### src/setpoint_ramp_hold_sequencer_top_macros.svh
// assertion macros for the setpoint ramp/hold sequencer
// no dependencies; included by the top level only
`ifndef SETPOINT_RAMP_HOLD_SEQUENCER_TOP_MACROS_SVH
`define SETPOINT_RAMP_HOLD_SEQUENCER_TOP_MACROS_SVH
`ifndef SYNTH
`define SRH_ASSERT_IMP(label, clk, rst, ante, cons, msg) \
   label: assert property (@(posedge clk) disable iff (rst) (ante) |-> (cons)) else $error(msg);
`define SRH_ASSERT_NXT(label, clk, rst, ante, cons, msg) \
   label: assert property (@(posedge clk) disable iff (rst) (ante) |=> (cons)) else $error(msg);
`else
`define SRH_ASSERT_IMP(label, clk, rst, ante, cons, msg)
`define SRH_ASSERT_NXT(label, clk, rst, ante, cons, msg)
`endif
`endif

### src/srhs_pkg.sv
// shared types and constants for the setpoint ramp/hold sequencer
// no dependencies
package srhs_pkg;

   typedef enum logic [2:0] {
      ACT_LOAD  = 3'd0,
      ACT_START = 3'd1,
      ACT_STOP  = 3'd2,
      ACT_TICK  = 3'd3,
      ACT_MEAS  = 3'd4
   } action_type;

   typedef enum logic [1:0] {
      PH_IDLE = 2'd0,
      PH_RAMP = 2'd1,
      PH_HOLD = 2'd2,
      PH_DONE = 2'd3
   } phase_type;

   typedef enum logic [1:0] {
      CSR_MIN_PHASE  = 2'd0,
      CSR_RAMP_UPD   = 2'd1,
      CSR_LOG_PERIOD = 2'd2
   } csr_index_type;

   typedef enum logic [3:0] {
      ST_IDLE,
      ST_RD_CUR,
      ST_RD_NEXT,
      ST_EVAL,
      ST_DIV,
      ST_DIV_WAIT,
      ST_OUT
   } ctl_state_type;

   localparam int VW = 17;
   localparam int IW = 16;
   localparam int TW = 24;
   localparam int CW = 16;

   // controller to datapath
   typedef struct packed {
      logic accept;      // capture input transaction
      logic rd_cur;      // read table at current step (step 0 on start)
      logic rd_next;     // read table at the following step
      logic eval;        // apply the transaction
      logic div_start;   // launch interpolation
      logic commit;      // store interpolation result; the last one raises the response
   } dp_cmd_type;

   // datapath to controller
   typedef struct packed {
      logic need_div;
      logic div_busy;
   } dp_sts_type;

endpackage

### src/srhs_ctrl.sv
// sequencing controller: handshake and table read / divide ordering
// depends on srhs_pkg
module srhs_ctrl (
   input  logic                    clock,
   input  logic                    reset,
   input  logic                    req_valid,
   output logic                    req_ready,
   output logic                    rsp_valid,
   input  logic                    rsp_ready,
   output srhs_pkg::dp_cmd_type    cmd,
   input  srhs_pkg::dp_sts_type    sts
);
   import srhs_pkg::*;

   ctl_state_type state_ff, state_in;
   logic div_two_ff, div_two_in;   // second division still to do
   logic rv_ff, rv_in;

   // next state
   always_comb begin
      state_in   = state_ff;
      div_two_in = div_two_ff;
      rv_in      = rv_ff;
      if (rv_ff && rsp_ready) rv_in = 1'b0;
      unique case (state_ff)
         ST_IDLE:     if (req_valid && !rv_ff) state_in = ST_RD_CUR;
         ST_RD_CUR:   state_in = ST_RD_NEXT;
         ST_RD_NEXT:  state_in = ST_EVAL;
         ST_EVAL: begin
            if (sts.need_div) begin
               state_in   = ST_DIV;
               div_two_in = 1'b1;
            end else begin
               state_in = ST_IDLE;
               rv_in    = 1'b1;
            end
         end
         ST_DIV:      state_in = ST_DIV_WAIT;
         ST_DIV_WAIT: if (!sts.div_busy) state_in = ST_OUT;
         ST_OUT: begin
            if (div_two_ff) begin
               div_two_in = 1'b0;
               state_in   = ST_DIV;
            end else begin
               state_in = ST_IDLE;
               rv_in    = 1'b1;
            end
         end
         default:     state_in = ST_IDLE;
      endcase
   end

   // command outputs
   always_comb begin
      cmd           = '0;
      req_ready     = (state_ff == ST_IDLE) && !rv_ff;
      cmd.accept    = req_ready && req_valid;
      cmd.rd_cur    = (state_ff == ST_RD_CUR);
      cmd.rd_next   = (state_ff == ST_RD_NEXT);
      cmd.eval      = (state_ff == ST_EVAL);
      cmd.div_start = (state_ff == ST_DIV);
      cmd.commit    = (state_ff == ST_OUT);
   end

   always_ff @(posedge clock) begin
      if (reset) begin
         state_ff   <= ST_IDLE;
         div_two_ff <= 1'b0;
         rv_ff      <= 1'b0;
      end else begin
         state_ff   <= state_in;
         div_two_ff <= div_two_in;
         rv_ff      <= rv_in;
      end
   end

   assign rsp_valid = rv_ff;
endmodule

### config.mk
export PLATFORM = sky130hd
export DESIGN_NAME = srhs_ctrl
export DESIGN_NICKNAME = d
export VERILOG_FILES = /design/src/setpoint_ramp_hold_sequencer_top_macros.svh /design/src/srhs_pkg.sv /design/src/srhs_ctrl.sv
export SDC_FILE = /design/constraint.sdc
export NUM_CORES = 1
export LEC_CHECK = 0
export BUFFER_PORTS_ARGS = -buffer_cell sky130_fd_sc_hd__buf_2
export CAP_MARGIN = 10
export CORE_AREA = 4 4 41 43
export CTS_BUF_LIST = sky130_fd_sc_hd__clkbuf_16
export DETAILED_ROUTE_END_ITERATION = 7
export DIE_AREA = 0 0 45 47
export GPL_TIMING_DRIVEN = 1
export PLACE_DENSITY_LB_ADDON = 0.08
export SLEW_MARGIN = 0
export SYNTH_ARGS = -nofsm -noshare
export SYNTH_HDL_FRONTEND = slang
export SYNTH_SLANG_ARGS = --single-unit
### constraint.sdc
create_clock -name clock -period 1.4 [get_ports clock]
set_clock_uncertainty 0.1 [all_clocks]
set_input_delay 0.14 -clock clock [delete_from_list [all_inputs] [get_ports clock]]
set_output_delay 0.14 -clock clock [all_outputs]
set_load 0.01 [all_outputs]
# After elaboration in Yosys (flattened, before gate mapping)

Cells that the tools add are included.

Bits in registers: 6
Output and inout port bits: 8
Logic and storage cells: 32

Eq/ne operators: 9
Muxes and demuxes: 11
Reductions and logical operators: 9

Operators by type and width:

| operator                                               | count |
|---|---|
| case mux 4 bit (7 select lines)                        | 1 |
| equality test 4 x 3 -> 1 bit (second input constant)   | 3 |
| equality test 4 x 2 -> 1 bit (second input constant)   | 2 |
| 2-to-1 mux 4 bit                                       | 2 |
| 2-to-1 mux 3 bit                                       | 2 |
| equality test 4 x 1 -> 1 bit (second input constant)   | 1 |
| logical AND 1 bit                                      | 4 |
| logical NOT 4 bit                                      | 1 |
| 2-to-1 mux 1 bit                                       | 4 |
| inequality test 2 bit (second input constant)          | 2 |
| case mux 1 bit (2 select lines)                        | 2 |
| AND reduction 2 bit                                    | 2 |
| inequality test 2 x 1 -> 1 bit (second input constant) | 1 |
| nonzero test 2 bit                                     | 1 |
| logical NOT 1 bit                                      | 1 |

# Logic depth before layout (Yosys ltp)

Word-level depth: 4
Mapped depth: 4
Gate-level depth less buffers: 3

# Worst setup path before layout

OpenSTA, ideal clock, no wires.

Path type: register to output
Start: reg state_ff[2]
End: out cmd[5] in the netlist's numbering
Arrival: 1.000 ns
Setup slack: 0.160 ns
Stages on the path, launching flop included: 4
Cells stage by stage: dfxtp_1 > buf_4 > or3_1 > nor2_1

RTL lines:

| item                     | RTL line        | text |
|---|---|---|
| start: declaration       | srhs_ctrl.sv:15 | `ctl_state_type state_ff, state_in;` |
| start signal: assignment | srhs_ctrl.sv:71 | `state_ff <= state_in;` |
| end: declaration         | srhs_ctrl.sv:10 | `output srhs_pkg::dp_cmd_type cmd,` |

# Worst setup path in the final report

Start: reg state_ff[2]
End: out req_ready

Cells in the longest elaborated chain, start to end: 2

RTL lines:

| item              | RTL line        | text |
|---|---|---|
| logical NOT 4 bit | srhs_ctrl.sv:56 | `req_ready = (state_ff == ST_IDLE) && !rv_ff;` |
| logical AND 1 bit | srhs_ctrl.sv:56 |  |
| end: declaration  | srhs_ctrl.sv:7  | `output logic req_ready,` |

No other way between the ends.

==> metrics <==
status finished, final reports clean; Routed met1 length 379 um; Mean Syn Cell Area 8.21 um^2; CTS Sinks 5; vias 326; crit path from state_ff[2]$_SDFFE_PP0P_; layout cell share with drive strength beyond 1 0.500; worst path bufs/invs 1; endpoints failing setup 0; Hold Path Origin reset; Die Ht 47 um; drt via density 4.47; final hold vios 0; Pwr Density 2120 nW/um^2; slowest stage delay, CP 0.38 ns; Worst setup SP type register; type of the most critical hold path input pin to register; Syn-to-layout area delta 62.5%; Routability Congestion 0.725; routed len/inst 11.5 um; initial core utilization 0.246; CTS tree built; count leader, synth dfxtp_1; Max clock buf depth 2; syn nets 45; area share of the largest cell type after synthesis 0.313; Port Buffer Count 13; CP max-delay cell or3_4; clk slew on worst S/H paths 0.03 ns; drc violations 0; met2 WL post-DR 387 um; post-synth cell types 19; Setup CP Type register to output pin; synthesized area 320 um^2; drt pass-1 iters 4; worst path required time 1.16 ns; worst slew pin tran 0.220 ns; total grt overflow 0; routed wl met3 58 um; depth of the CTS H-tree 1; initial antenna violation count 0; Leakage 0.000241 uW; vias in the first global route 288; Top Metal Used met4; diode count 0; post-layout min period 1.40 ns; Slew Viols, Final 0; Max Fclk 715 MHz; unrepaired setup endpoints after global routing true; Fin Hold WS 0.0430 ns; worst r2r src state_ff[2]$_SDFFE_PP0P_; number of synthesized register bits 5; die width 45 um; antenna viol nets, final 0; Synth Flop Type dfxtp_1; worst skew pair latency 0.23 ns; hold_buf cts 0; core area 1300 um^2; number of synthesized flops with an enable pin 0; total of warnings raised by yosys 0; CP arrival 1.16 ns; critical path endpoint category output pin; first-pass GRT wire length 1260 um; die area 2120 um^2; post-synthesis sequential area ratio 0.313; Cells after Synth 39; root buf cell clkbuf_16; Num CTS Buffers 3; largest cells by area after synthesis dfxtp_1, buf_4, a21oi_1; MaxCap Viol Count 0; total track usage 0.0900; Starting DRT DRC Count 7; most frequent cells after synthesis dfxtp_1, a21oi_1, nor2_1; largest net degree at the start of global routing 10; drt total wl 839 um; Largest delay share family, worst path simple AND/OR/NAND/NOR gates; Async SR Flop Fraction 0; row cnt 13; post-route insts no fill 73; period utilization 0.999; Yosys top cell by area dfxtp_1; critical path, cell by cell or3_4 > nor2_1 > buf_2; peak supply drop 0.00108 V; relative slew slack 0.853; Top Ports 14; Critical Path Fanout Max 2; cell count after placement 66; final-stage net count 65
[power breakdown]
group	internal, uW	total, uW	switching [uW]	leakage (uW)
clock	370	462	92.0	0.0000423
combinational	214	418	204	0.000156
sequential	186	224	38.1	0.0000426
[repair_timing]
action / 4_1_cts / 5_1_grt
pin swaps: 1 / 0
resized for setup: 8 / 0
setup endpoints to repair: 4 / 3
setup buffers: 2 / 1
[per-layer routing]
layer,up-vias,GRT usage
li1,174,-
met2,8,0.121
met5,-,0
met4,0,0.123
met1,142,0.102
met3,2,0.0192
[layout make-up]
type	count	area, um^2
fill	145	781
timing repair buffer	18	109
clock buffer	3	75.1
tap	15	18.8
sequential	5	109
multi-input combinational	28	194
clock inverter	1	3.75
inverter	3	11.3
[cells by family (layout without fill, tap and decap cells)]
kind of cell	Yosys count	count (layout)	share of synthesized area
AOI/OAI and AO/OA	11	11	0.281
xor gates and xnor gates	1	1	0.0273
buffers and inverters	6	25	0.105
DFF	5	5	0.313
and+or+nand+nor	16	16	0.273
[stage by stage]
stage               TNS (ns)   util  power, uW  cell area, um^2  setup slack [ns]
finish                     0  0.400       1100              520          0.000808
global route         -0.0538  0.400       1180              520           -0.0271
CTS                  -0.0154  0.394       1110              513           -0.0138
detailed placement         0  0.305        582              397             0.132
global placement           0  0.305        576              397             0.194
floorplan                  0      -        486              320             0.160
[state kept, by name, indices dropped and copies added (netlist names)]
signal and cells:
state_ff 3, rsp_valid 1, div_two_ff 1
[placed cells by master (no fill, tap or decap), drive strengths merged]
cell type / n
o21ai: 2
o32a: 1
dfxtp: 5
clkbuf: 3
xnor2: 1
inv: 4
a32oi: 1
nor3: 3
o211a: 1
buf: 18
a221oi: 1
nand2b: 3
and3b: 1
nor2b: 1
o22a: 1
or3: 1
and3: 1
nor2: 4
nand2: 2
a21oi: 4
[path summary, 6_finish.rpt]
path,cells past startpoint,slack (ns),end
worst min-delay path,2,0.04,state_ff[2]$_SDFFE_PP0P_
worst max register to register,4,0.13,state_ff[2]$_SDFFE_PP0P_
worst max-delay path,3,0.0008,req_ready
worst min register to register,2,0.39,div_two_ff$_SDFFE_PP0P_
No activity file was read; power rests on OpenSTA's default activity.
